## src/hw/rtl/gbt_pkg.sv

```systemverilog
//------------------------------------------------------------------------------
// gbt_pkg
// Shared types and codes for the graph walker.
//------------------------------------------------------------------------------
`default_nettype none
package gbt_pkg;
	localparam logic [1:0] ACT_ADD   = 2'd0;
	localparam logic [1:0] ACT_BFS   = 2'd1;
	localparam logic [1:0] ACT_DFS   = 2'd2;
	localparam logic [1:0] ACT_CLEAR = 2'd3;

	localparam logic [1:0] ST_OK    = 2'd0;
	localparam logic [1:0] ST_FULL  = 2'd1;
	localparam logic [1:0] ST_RANGE = 2'd2;

	localparam logic [1:0] MARK_FREE = 2'd0;
	localparam logic [1:0] MARK_WAIT = 2'd1;
	localparam logic [1:0] MARK_DONE = 2'd2;

	localparam logic [0:0] REG_VERTEX_COUNT = 1'd0;

	typedef enum logic [2:0] {
		S_IDLE,
		S_EMIT,
		S_RDREQ,
		S_SCAN,
		S_POP
	} state_t;

	// controller -> datapath
	typedef struct packed {
		logic load;       // capture command and decode
		logic edge_wr;    // write edge, bump degree
		logic clear;      // zero degrees
		logic emit_stat;  // status-only result
		logic emit_cur;   // result for current vertex
		logic walk_init;  // clear marks, set start vertex
		logic scan_step;  // consume read data, advance index
		logic pop;        // move frontier pointer
		logic take;       // latch popped vertex as current
	} gbt_cmd_t;

	// datapath -> controller
	typedef struct packed {
		logic is_walk;
		logic bad;
		logic scan_done;  // index reached degree
		logic empty;      // frontier empty
	} gbt_sts_t;
endpackage
`default_nettype wire

```

## src/hw/rtl/gbt_ram.sv

```systemverilog
//------------------------------------------------------------------------------
// gbt_ram
// Generic single-port-write, one-read RAM with registered read data.
//------------------------------------------------------------------------------
`default_nettype none
module gbt_ram #(
	parameter int WIDTH = 4,
	parameter int DEPTH = 16
) (
	input  wire logic                     clk,
	input  wire logic                     we,
	input  wire logic [$clog2(DEPTH)-1:0] waddr,
	input  wire logic [WIDTH-1:0]         wdata,
	input  wire logic [$clog2(DEPTH)-1:0] raddr,
	output logic      [WIDTH-1:0]         rdata
);
	logic [WIDTH-1:0] mem_q [DEPTH];

	always_ff @(posedge clk) begin
		if (we) begin
			mem_q[waddr] <= wdata;
		end
		rdata <= mem_q[raddr];
	end
endmodule
`default_nettype wire

```

## src/hw/rtl/gbt_ctrl.sv

```systemverilog
//------------------------------------------------------------------------------
// gbt_ctrl
// Sequencer for edge loads, clears and graph walks.
//------------------------------------------------------------------------------
`default_nettype none
module gbt_ctrl (
	input  wire logic              clk,
	input  wire logic              arst_n,
	input  wire logic              start,
	output logic                   busy,
	input  wire gbt_pkg::gbt_sts_t sts,
	output gbt_pkg::gbt_cmd_t      cmd
);
	import gbt_pkg::*;

	state_t state_q, state_d;

	always_ff @(posedge clk or negedge arst_n) begin
		if (!arst_n) begin
			state_q <= S_IDLE;
		end else begin
			state_q <= state_d;
		end
	end

	always_comb begin
		state_d = state_q;
		cmd     = '0;
		busy    = (state_q != S_IDLE);
		unique case (state_q)
			S_IDLE: begin
				if (start) begin
					cmd.load = 1'b1;
					state_d  = S_EMIT;
				end
			end
			S_EMIT: begin
				if (!sts.is_walk || sts.bad) begin
					cmd.emit_stat = 1'b1;
					cmd.edge_wr   = 1'b1;
					cmd.clear     = 1'b1;
					state_d       = S_IDLE;
				end else begin
					cmd.walk_init = 1'b1;
					state_d       = S_RDREQ;
				end
			end
			S_RDREQ: begin
				if (sts.scan_done) begin
					cmd.emit_cur = 1'b1;
					cmd.pop      = 1'b1;
					state_d      = sts.empty ? S_IDLE : S_POP;
				end else begin
					state_d = S_SCAN;
				end
			end
			S_SCAN: begin
				cmd.scan_step = 1'b1;
				state_d       = S_RDREQ;
			end
			S_POP: begin
				cmd.take = 1'b1;
				state_d  = S_RDREQ;
			end
			default: state_d = S_IDLE;
		endcase
	end
endmodule
`default_nettype wire

```

## src/hw/rtl/gbt_dp.sv

```systemverilog
//------------------------------------------------------------------------------
// gbt_dp
// Datapath: degree counts, visit marks, frontier and result registers.
//------------------------------------------------------------------------------
`default_nettype none
module gbt_dp #(
	parameter int MAX_VERTICES = 16,
	parameter int MAX_DEGREE   = 8
) (
	input  wire logic              clk,
	input  wire logic              arst_n,
	input  wire gbt_pkg::gbt_cmd_t cmd,
	output gbt_pkg::gbt_sts_t      sts,
	input  wire logic [1:0]        action,
	input  wire logic [4:0]        src_vertex,
	input  wire logic [4:0]        dst_vertex,
	input  wire logic [4:0]        vcount,
	output logic                   done,
	output logic [4:0]             visited_vertex,
	output logic                   last,
	output logic [1:0]             status
);
	import gbt_pkg::*;

	localparam int VW = $clog2(MAX_VERTICES);
	localparam int DW = (MAX_DEGREE > 1) ? $clog2(MAX_DEGREE) : 1;
	localparam int CW = $clog2(MAX_DEGREE + 1);
	localparam int FW = $clog2(MAX_VERTICES + 1);
	localparam int AW = $clog2(MAX_VERTICES * MAX_DEGREE);
	localparam int RW = VW + 1;

	logic [RW-1:0] n_eff;
	logic [1:0]    act_q;
	logic [RW-1:0] src_q, dst_q;
	logic          bad_q, full_q;
	logic [CW-1:0] deg_q [MAX_VERTICES];
	logic [1:0]    mark_q [MAX_VERTICES];
	logic [VW-1:0] cur_q;
	logic [CW-1:0] idx_q;
	logic [FW-1:0] head_q, tail_q;
	logic          lifo_q;
	logic [VW-1:0] adj_rd, fr_rd;
	logic [CW-1:0] cur_deg;
	logic [AW-1:0] adj_waddr, adj_raddr;
	logic [VW-1:0] fr_raddr;
	logic          push;

	// clamp register value and range-check input vertices
	always_comb begin
		if (vcount == 5'd0) begin
			n_eff = RW'(1);
		end else if (32'(vcount) > MAX_VERTICES) begin
			n_eff = RW'(MAX_VERTICES);
		end else begin
			n_eff = RW'(vcount);
		end
	end

	logic src_ok, dst_ok;
	assign src_ok = (src_vertex != 5'd0) && ({1'b0, src_vertex} <= 6'(n_eff));
	assign dst_ok = (dst_vertex != 5'd0) && ({1'b0, dst_vertex} <= 6'(n_eff));

	assign cur_deg   = deg_q[cur_q];
	assign adj_waddr = AW'(src_q[VW-1:0]) * AW'(MAX_DEGREE) + AW'(deg_q[src_q[VW-1:0]]);
	assign adj_raddr = AW'(cur_q) * AW'(MAX_DEGREE) + AW'(idx_q[DW-1:0]);

	gbt_ram #(.WIDTH(VW), .DEPTH(MAX_VERTICES * MAX_DEGREE)) u_adj (
		.clk   (clk),
		.we    (cmd.edge_wr && act_q == ACT_ADD && !bad_q && !full_q),
		.waddr (adj_waddr),
		.wdata (dst_q[VW-1:0]),
		.raddr (adj_raddr),
		.rdata (adj_rd)
	);

	// push when the neighbour is in range and unvisited and the frontier has room
	assign push = cmd.scan_step && (RW'(adj_rd) < n_eff) && (mark_q[adj_rd] == MARK_FREE)
		&& (32'(tail_q) < MAX_VERTICES);

	assign fr_raddr = lifo_q ? VW'(tail_q - FW'(1)) : VW'(head_q);

	gbt_ram #(.WIDTH(VW), .DEPTH(MAX_VERTICES)) u_fr (
		.clk   (clk),
		.we    (push),
		.waddr (VW'(tail_q)),
		.wdata (adj_rd),
		.raddr (fr_raddr),
		.rdata (fr_rd)
	);

	assign sts.is_walk   = (act_q == ACT_BFS) || (act_q == ACT_DFS);
	assign sts.bad       = bad_q;
	assign sts.scan_done = (idx_q >= cur_deg);
	assign sts.empty     = (head_q >= tail_q);

	always_ff @(posedge clk) begin
		if (cmd.load) begin
			act_q  <= action;
			src_q  <= RW'(src_vertex - 5'd1);
			dst_q  <= RW'(dst_vertex - 5'd1);
			bad_q  <= (action == ACT_ADD) ? !(src_ok && dst_ok)
				: (action != ACT_CLEAR) && !src_ok;
			full_q <= 32'(deg_q[VW'(src_vertex - 5'd1)]) >= MAX_DEGREE;
			lifo_q <= (action == ACT_DFS);
		end
		if (cmd.walk_init) begin
			cur_q <= src_q[VW-1:0];
		end else if (cmd.take) begin
			cur_q <= fr_rd;
		end
		if (cmd.walk_init || cmd.take) begin
			idx_q <= '0;
		end else if (cmd.scan_step) begin
			idx_q <= idx_q + CW'(1);
		end
	end

	always_ff @(posedge clk or negedge arst_n) begin
		if (!arst_n) begin
			for (int i = 0; i < MAX_VERTICES; i++) begin
				deg_q[i]  <= '0;
				mark_q[i] <= MARK_FREE;
			end
			head_q <= '0;
			tail_q <= '0;
			done   <= 1'b0;
			visited_vertex <= '0;
			last   <= 1'b0;
			status <= ST_OK;
		end else begin
			done <= cmd.emit_stat || cmd.emit_cur;
			if (cmd.emit_stat) begin
				visited_vertex <= '0;
				last           <= 1'b1;
				status         <= bad_q ? ST_RANGE
					: (act_q == ACT_ADD && full_q) ? ST_FULL : ST_OK;
				if (cmd.clear && act_q == ACT_CLEAR) begin
					for (int i = 0; i < MAX_VERTICES; i++) begin
						deg_q[i] <= '0;
					end
				end else if (act_q == ACT_ADD && !bad_q && !full_q) begin
					deg_q[src_q[VW-1:0]] <= deg_q[src_q[VW-1:0]] + CW'(1);
				end
			end
			if (cmd.walk_init) begin
				for (int i = 0; i < MAX_VERTICES; i++) begin
					mark_q[i] <= (VW'(i) == src_q[VW-1:0]) ? MARK_DONE : MARK_FREE;
				end
				head_q <= '0;
				tail_q <= '0;
			end
			if (push) begin
				mark_q[adj_rd] <= MARK_WAIT;
				tail_q <= tail_q + FW'(1);
			end
			if (cmd.emit_cur) begin
				visited_vertex <= 5'(cur_q) + 5'd1;
				last           <= (head_q >= tail_q);
				status         <= ST_OK;
			end
			if (cmd.pop && head_q < tail_q) begin
				if (lifo_q) begin
					tail_q <= tail_q - FW'(1);
				end else begin
					head_q <= head_q + FW'(1);
				end
			end
			if (cmd.take) begin
				mark_q[fr_rd] <= MARK_DONE;
			end
		end
	end
endmodule
`default_nettype wire

```

## src/hw/rtl/graph_bfs_dfs_traversal_top.sv

```systemverilog
// Edge add and clear: status strobe registered from the EMIT state; busy one cycle.
// Run: each vertex is strobed once its adjacency RAM reads (RDREQ, SCAN per edge) are done;
// each further vertex follows one frontier pop (POP).
// One item at a time; busy falls in the cycle of the last result strobe.
// arst_n clears degree counts, visit marks, frontier pointers and vertex_count=16.
// Adjacency and frontier RAMs are not cleared; only written entries are read.
`default_nettype none
module graph_bfs_dfs_traversal_top #(
	parameter int MAX_VERTICES = 16,
	parameter int MAX_DEGREE   = 8
) (
	input  wire logic       clk,
	input  wire logic       arst_n,
	input  wire logic       start,
	output logic            busy,
	input  wire logic [1:0] action,
	input  wire logic [4:0] src_vertex,
	input  wire logic [4:0] dst_vertex,
	output logic            done,
	output logic [4:0]      visited_vertex,
	output logic            last,
	output logic [1:0]      status,
	input  wire logic       psel,
	input  wire logic       penable,
	input  wire logic       pwrite,
	input  wire logic [0:0] paddr,
	input  wire logic [31:0] pwdata,
	output logic [31:0]     prdata,
	output logic            pready
);
	import gbt_pkg::*;

	gbt_cmd_t   cmd;
	gbt_sts_t   sts;
	logic [4:0] vcount_q;

	assign pready = 1'b1;
	assign prdata = (paddr == REG_VERTEX_COUNT) ? {27'd0, vcount_q} : 32'd0;

	always_ff @(posedge clk or negedge arst_n) begin
		if (!arst_n) begin
			vcount_q <= 5'd16;
		end else if (psel && penable && pwrite && paddr == REG_VERTEX_COUNT) begin
			vcount_q <= pwdata[4:0];
		end
	end

	gbt_ctrl u_ctrl (
		.clk    (clk),
		.arst_n (arst_n),
		.start  (start),
		.busy   (busy),
		.sts    (sts),
		.cmd    (cmd)
	);

	gbt_dp #(.MAX_VERTICES(MAX_VERTICES), .MAX_DEGREE(MAX_DEGREE)) u_dp (
		.clk            (clk),
		.arst_n         (arst_n),
		.cmd            (cmd),
		.sts            (sts),
		.action         (action),
		.src_vertex     (src_vertex),
		.dst_vertex     (dst_vertex),
		.vcount         (vcount_q),
		.done           (done),
		.visited_vertex (visited_vertex),
		.last           (last),
		.status         (status)
	);
endmodule
`default_nettype wire

```

## config.mk

```make
export PLATFORM = sky130hd
export DESIGN_NAME = graph_bfs_dfs_traversal_top
export DESIGN_NICKNAME = d
export VERILOG_FILES = /design/src/hw/rtl/gbt_pkg.sv /design/src/hw/rtl/gbt_ram.sv /design/src/hw/rtl/gbt_ctrl.sv /design/src/hw/rtl/gbt_dp.sv /design/src/hw/rtl/graph_bfs_dfs_traversal_top.sv
export SDC_FILE = /design/constraint.sdc
export NUM_CORES = 1
export LEC_CHECK = 0
export BUFFER_PORTS_ARGS = -buffer_cell sky130_fd_sc_hd__buf_2
export CAP_MARGIN = 5
export CORE_MARGIN = 2
export CORE_UTILIZATION = 25
export DETAILED_ROUTE_END_ITERATION = 10
export PLACE_DENSITY_LB_ADDON = 0.3
export SYNTH_ARGS = -nofsm -noshare
export SYNTH_HDL_FRONTEND = slang
export SYNTH_SLANG_ARGS = --single-unit
export TNS_END_PERCENT = 100
```

## constraint.sdc

```tcl
create_clock -name clk -period 7.4 [get_ports clk]
set_input_delay 1.48 -clock clk [delete_from_list [all_inputs] [get_ports clk]]
set_output_delay 1.48 -clock clk [all_outputs]
set_load 0.05 [all_outputs]
```

==> summary.md, run 1 <==
| Metric | Value |
|---|---|
| Avg Inst Size Synth | `16.3 um^2` |
| Post-synth EDFFs | `593` |
| Drt drc | `0` |
| Post-synthesis sequential area ratio | `67.4%` |
| Post-synthesis instance total | `1,924` |
| CTS max path bufs | `3` |
| Vias per cell | `4.68` |
| Cell area after synthesis | `31,400 um^2` |
| Reg2reg end | `u_dp.head_q[2]$_DFF_PN0_` |
| Crit-path cells | `buf_4, nor2b_1, buf_4, a221oi_1, o21a_1, a221oi_1, ha_1, o21a_1, nor2_1, a2111o_1, nor3_1, nand2_1, xor2_1, nor2_1` |
| Fmax | `209 MHz` |
| Most frequent cells in the layout | `edfxtp_1 (593), nor2_1 (249), mux4_2 (197), dfrtp_1 (122), nand2_1 (89)` |
| HPWL Detailed | `47,800 um` |
| Post-Route WL | `75,100 um` |
| Worst Setup End Kind | `register` |
| Final-report setup violation count | `0` |
| Area grow syn2layout | `13.9%` |
| Fraction of layout cells with a size suffix above 1 | `20.1%` |
| Vias in the first global route | `17.9k` |
| Commonest non-fill, non-tap cell in the layout | `edfxtp_1` |
| Area of the multi-input gates | `9540 um^2` |
| Antenna Violating Nets Remaining | `0` |
| Io pins | `94` |
| CP top delay family | `simple AND/OR/NAND/NOR gates` |
| DR WL met3 | `3300 um` |
| Final worst path period share | `64.6%` |
| GPL Wtd Cong | `0.796` |
| Slew of the pin with the lowest slew margin | `1.18 ns` |
| Yosys Warn Count | `0` |
| Asr flop ratio synth | `16.9%` |
| Cts hold-fix bufs | `0` |
| # resized after CTS | `0` |
| Worst hold path type | `reg -> reg` |
| FF+latch count, synth | `728` |
| Main flop type after synthesis | `edfxtp_1` |
| Antenna Cells | `0` |
| Register Area | `21,100 um^2` |
| M1 wire length | `32,600 um` |
| Setup TNS | `0 ns` |
| Dpl cell area | `33,200 um^2` |
| Buffers added on ports | `38` |
| Die H | `358 um` |
| Max FO, Critical Path | `13` |
| Largest net degree at the start of global routing | `102` |
| GRT Resource Usage Total | `11.7%` |
| Count of pins over their slew limit | `0` |
| TritonRoute pass-1 iters | `5` |
| Clock Latency Late Sink | `0.63 ns` |
| Core Area | `124,000 um^2` |
| Vias | `17.1k` |
| Synth cell types | `68` |
| Top Layer Used | `met5` |
| Clock-pin slew on the worst setup and hold paths | `0.06 ns` |
| Slowest CP cell | `nor2b_1` |
| Setup Buffers After CTS | `0` |
| Drt initial violations | `1,298` |
| Total Power | `0.0120 W` |
| Leakage | `11.7 nW` |
| Fin crit period | `4.78 ns` |
| Congestion Overflow GR | `0` |
| WP data required | `7.89 ns` |
| CP Launch Point | `u_dp.cur_q[2]$_DFFE_PP_` |
| Max H-tree Level | `3` |
| Worst setup path endpoint | `u_dp.head_q[2]$_DFF_PN0_` |
| First-pass GRT wire length | `114,000 um` |
| Final hold viol count | `0` |
| R2R Path Start | `u_dp.cur_q[2]$_DFFE_PP_` |
| Setup crit start kind | `register` |
| Die width | `358 um` |
| Critical Path Stages | `14` |
| Die area | `128,000 um^2` |
| Outcome | `finished, final reports clean` |
| RSZ-0062 raised after global routing | `no` |
| Slew HR | `21.3%` |
| Initial antenna violation count | `1` |
| Flop-to-flop setup slack | `2.62 ns` |
| Final Instance Area | `35,700 um^2` |
| WP buf/inv | `2` |
| # rows | `129` |
| Arrival @ worst endpoint | `5.27 ns` |
| Filler cell count | `12.3k` |
| Clock Sinks | `728` |
| Kind of critical path | `reg -> reg` |
| TritonCTS clock tree | `done` |
| CTS buffer count | `77` |
| Pwr/cell area | `336 nW/um^2` |
| # Max-Cap Violations | `0` |
| R2r worst-path depth | `14` |
| Final nets | `2,049` |
| Initial Util | `25.3%` |
| Fin Clk Skew | `0.0284 ns` |
| CP peak stage delay | `0.79 ns` |
| Root Buffer | `clkbuf_16` |
| Met2 WL | `37,500 um` |
| Routed len/inst | `20.6 um` |
| Max VDD drop | `0.285 mV` |
## kinds of logic after synthesis
| logic type | Yosys count | share of synthesized area [%] |
|---|---|---|
| compound gates | 255 | 5.36 |
| mux | 252 | 16.1 |
| flops | 728 | 67.4 |
| buf+inv | 161 | 2.59 |
| xor+xnor | 12 | 0.383 |
| other cells | 2 | 0.0240 |
| fa+ha+maj | 39 | 1.56 |
| simple gates | 475 | 6.62 |
## flip-flops by register name (all words and copies together) (netlist names), 5 cells and up
name / flops
u_dp.head_q: 5
u_dp.u_adj.mem_q: 512
u_dp.mark_q: 32
vcount_q: 5
u_dp.tail_q: 5
u_dp.deg_q: 64
u_dp.u_fr.mem_q: 64
u_dp.visited_vertex: 5
## worst min-delay path by stage
stage	start	end	slack, ns	depth (start not counted)
2_1_floorplan	u_dp.mark_q[1]$_DFF_PN0_	u_dp.mark_q[1]$_DFF_PN0_	0.45	1
3_3_place_gp	u_dp.mark_q[11]$_DFF_PN0_	u_dp.mark_q[11]$_DFF_PN0_	0.48	1
3_5_place_dp	u_dp.mark_q[7]$_DFF_PN0_	u_dp.mark_q[7]$_DFF_PN0_	0.48	1
4_1_cts	u_dp.mark_q[7]$_DFF_PN0_	u_dp.mark_q[7]$_DFF_PN0_	0.49	1
5_1_grt	u_dp.mark_q[15]$_DFF_PN0_	u_dp.mark_q[15]$_DFF_PN0_	0.51	2
6_report	u_dp.mark_q[7]$_DFF_PN0_	u_dp.mark_q[7]$_DFF_PN0_	0.49	1
## layout make-up
| type | instances | area share (%) |
|---|---|---|
| clock inverters | 33 | 0.929 |
| flip-flops and latches | 728 | 59.2 |
| clock buffers | 104 | 5.97 |
| multi-input cells | 1061 | 26.7 |
| repair buffers | 67 | 1.18 |
| inverters | 24 | 0.252 |
| well taps | 1637 | 5.74 |
## metrics by stage
| step | util, % | instances | hold WS [ns] | setup slack, ns |
|---|---|---|---|---|
| 3_5_place_dp | 26.8 | 3517 | 0.481 | 2.61 |
| 2_1_floorplan | - | 1950 | 0.453 | 3.62 |
| 3_3_place_gp | 26.8 | 3517 | 0.475 | 2.62 |
| 5_1_grt | 28.8 | 3654 | 0.512 | 2.18 |
| 6_report | 28.8 | 3654 | 0.493 | 2.62 |
| 4_1_cts | 28.8 | 3654 | 0.495 | 2.58 |
## power breakdown
| part | total, W | internal [W] | switching [W] |
|---|---|---|---|
| Clock | 0.00377 | 0.00220 | 0.00157 |
| Sequential | 0.00525 | 0.00484 | 0.000407 |
| Combinational | 0.00298 | 0.00129 | 0.00169 |
| Total | 0.0120 | 0.00833 | 0.00366 |
## routing by layer
layer | global-route usage, % | vias up
li1 | - | 7592
met1 | 15.3 | 8931
met2 | 20.1 | 456
met3 | 1.72 | 113
met4 | 3.54 | 2
met5 | 0 | -
## Yosys cell counts, types with 18 or more instances
cell | count | share of area, %
ha_1 | 39 | 1.6
nor2b_1 | 18 | 0.36
a21oi_1 | 50 | 0.80
mux4_2 | 197 | 14
buf_2 | 26 | 0.42
clkbuf_1 | 62 | 0.74
dfrtp_1 | 122 | 9.7
o21ai_0 | 65 | 1.0
inv_1 | 24 | 0.29
mux2i_1 | 39 | 1.2
a211oi_1 | 40 | 0.96
nor2_1 | 249 | 3.0
buf_4 | 29 | 0.69
nand2_1 | 91 | 1.1
edfxtp_1 | 593 | 57
nor3_1 | 38 | 0.61
nand3_1 | 24 | 0.38
Power figures use the tool's default switching activity.
==> run 2, diff against run 1 <==
clock period = 4.8 ns   (was 7.4 ns; I/O delays follow)
==> summary.md, run 2 (synthesis results as in run 1) <==
| Metric | Value |
|---|---|
| Outcome | `finished, final reports clean` |
| Vias per cell | `4.73 (+1.1%)` |
| Kind of critical path | `reg -> reg` |
| Flop-to-flop setup slack | `0.44 ns (-2.18 ns)` |
| Leakage | `11.9 nW (+2.2%)` |
| Arrival @ worst endpoint | `4.63 ns (-0.64 ns)` |
| Antenna Violating Nets Remaining | `0 (unchanged)` |
| Setup crit start kind | `register` |
| Fraction of layout cells with a size suffix above 1 | `21.5% (+1.5 points)` |
| TritonRoute pass-1 iters | `5 (unchanged)` |
| Vias | `17.4k (+2.0%)` |
| GRT Resource Usage Total | `12.0% (+0.28 points)` |
| Die width | `358 um (unchanged)` |
| CTS max path bufs | `3 (unchanged)` |
| Congestion Overflow GR | `0 (unchanged)` |
| # resized after CTS | `0 (unchanged)` |
| Clock Sinks | `728 (unchanged)` |
| Buffers added on ports | `38 (unchanged)` |
| Top Registers | `u_dp.u_adj.mem_q (512), u_dp.deg_q (64), u_dp.u_fr.mem_q (64)` |
| CTS buffer count | `79 (+2.6%)` |
| Final worst path period share | `90.8% (+26 points)` |
| Dpl cell area | `33,500 um^2 (+0.65%)` |
| Fin Clk Skew | `0.0406 ns (+0.0122 ns)` |
| Most frequent cells in the layout | `edfxtp_1 (593), nor2_1 (249), mux4_2 (197), dfrtp_1 (122), nand2_1 (90)` |
| R2r worst-path depth | `9 (-5)` |
| Setup TNS | `0 ns (unchanged)` |
| Final-report setup violation count | `0 (unchanged)` |
| Top reg by flops | `u_dp.u_adj.mem_q` |
| Cts hold-fix bufs | `0 (unchanged)` |
| Final hold viol count | `0 (unchanged)` |
| Post-Route WL | `77,900 um (+3.7%)` |
| Register Area | `21,100 um^2 (unchanged)` |
| Reg2reg end | `u_dp.u_adj.mem_q[113][2]$_DFFE_PP_` |
| Setup Buffers After CTS | `0 (unchanged)` |
| Io pins | `94 (unchanged)` |
| Max H-tree Level | `3 (unchanged)` |
| Die area | `128,000 um^2 (unchanged)` |
| Max VDD drop | `0.221 mV (-23%)` |
| Die H | `358 um (unchanged)` |
| RSZ-0062 raised after global routing | `no` |
| HPWL Detailed | `49,800 um (+4.2%)` |
| Commonest non-fill, non-tap cell in the layout | `edfxtp_1` |
| CP Launch Point | `u_dp.src_q[1]$_DFFE_PP_` |
| Fin util | `29.1% (+0.37 points)` |
| Root Buffer | `clkbuf_16` |
| Drt initial violations | `1,573 (+21%)` |
| Initial antenna violation count | `2 (+1)` |
| Clock Latency Late Sink | `0.63 ns (about the same)` |
| Clock-pin slew on the worst setup and hold paths | `0.07 ns (about the same)` |
| Antenna Cells | `0 (unchanged)` |
| Initial Util | `25.3% (unchanged)` |
| Worst Setup End Kind | `register` |
| Routed len/inst | `21.1 um (+2.8%)` |
| Worst setup path endpoint | `u_dp.u_adj.mem_q[113][2]$_DFFE_PP_` |
| Fmax | `230 MHz (+9.7%)` |
| Pwr/cell area | `530 nW/um^2 (+58%)` |
| Max reg flops | `512 (unchanged)` |
| First-pass GRT wire length | `116,000 um (+2.0%)` |
| Slew HR | `26.3% (+5.0 points)` |
| Slew of the pin with the lowest slew margin | `1.10 ns (-0.0841 ns)` |
| Largest net degree at the start of global routing | `124 (+22%)` |
| Placed Instances | `3,543 (+0.74%)` |
| Final nets | `2,077 (+1.4%)` |
| Non-filler cells, final | `3,685 (+0.85%)` |
| Area of the multi-input gates | `9530 um^2 (-0.18%)` |
| Fin crit period | `4.36 ns (-0.423 ns)` |
| Max FO, Critical Path | `13 (unchanged)` |
| # rows | `129 (unchanged)` |
| Final Instance Area | `36,200 um^2 (+1.3%)` |
| # Max-Cap Violations | `0 (unchanged)` |
| Filler cell count | `12.2k (-0.92%)` |
| GPL Wtd Cong | `0.788 (-1.1%)` |
| Core Area | `124,000 um^2 (unchanged)` |
| Worst hold path type | `in -> async` |
| Area grow syn2layout | `15.3%` |
| WP data required | `5.07 ns (-2.82 ns)` |
| Drt drc | `0 (unchanged)` |
| R2R Path Start | `u_dp.src_q[1]$_DFFE_PP_` |
| Vias in the first global route | `18.1k (+0.68%)` |
| Count of pins over their slew limit | `0 (unchanged)` |
| TritonCTS clock tree | `done` |
[run 2: how the worst min path moves through the flow]
stage | from | end | slack (ns) | depth (start not counted)
finish | arst_n | u_dp.mark_q[15]$_DFF_PN0_ | 0.42 | 2
global route | arst_n | u_dp.mark_q[15]$_DFF_PN0_ | 0.47 | 2
CTS | arst_n | u_dp.mark_q[14]$_DFF_PN0_ | 0.45 | 2
detailed placement | u_dp.mark_q[9]$_DFF_PN0_ | u_dp.mark_q[9]$_DFF_PN0_ | 0.48 | 1
global placement | u_dp.mark_q[13]$_DFF_PN0_ | u_dp.mark_q[13]$_DFF_PN0_ | 0.47 | 1
floorplan | u_dp.mark_q[1]$_DFF_PN0_ | u_dp.mark_q[1]$_DFF_PN0_ | 0.45 | 1
[run 2: metal layers]
layer / global-route usage (%) / share of wire [%] / vias to the layer above
li1: - / - / 7668
met1: 15.3 / 42 / 9045
met2: 20.4 / 49 / 566
met3: 2.24 / 5.4 / 148
met4: 4.14 / 3.1 / 4
met5: 0 / 0.038 / -
[run 2: cell type report]
cell class                      count  area share [%]
Multi-Input combinational cell   1061            26.3
Sequential cell                   728            58.5
Clock buffer                       94            5.77
Inverter                           24           0.249
Timing Repair Buffer               93            1.81
Clock inverter                     48            1.71
Tap cell                         1637            5.66
[run 2: worst max-delay path, stage by stage, from the launching register on]
cell and delay [ns]:
edfxtp_1 0.76, mux4_2 0.41, mux4_2 0.54, ha_1 0.26, ha_1 0.24, inv_1 0.10
nand3_1 0.10, o21ai_0 0.71, nand2_1 0.43, nor2_1 0.46
[run 2: where the power goes]
group,switching (W),internal [W]
Combinational,0.00271,0.00206
Clock,0.00254,0.00377
Sequential,0.000604,0.00746
[run 2: metrics by stage]
step	hold slack (ns)	setup slack (ns)	total power [W]
after floorplan	0.453	1.02	0.0114
after global placement	0.472	0.473	0.0129
after detailed placement	0.479	0.426	0.0130
after CTS	0.453	0.406	0.0194
after global routing	0.473	0.184	0.0200
final	0.421	0.444	0.0191
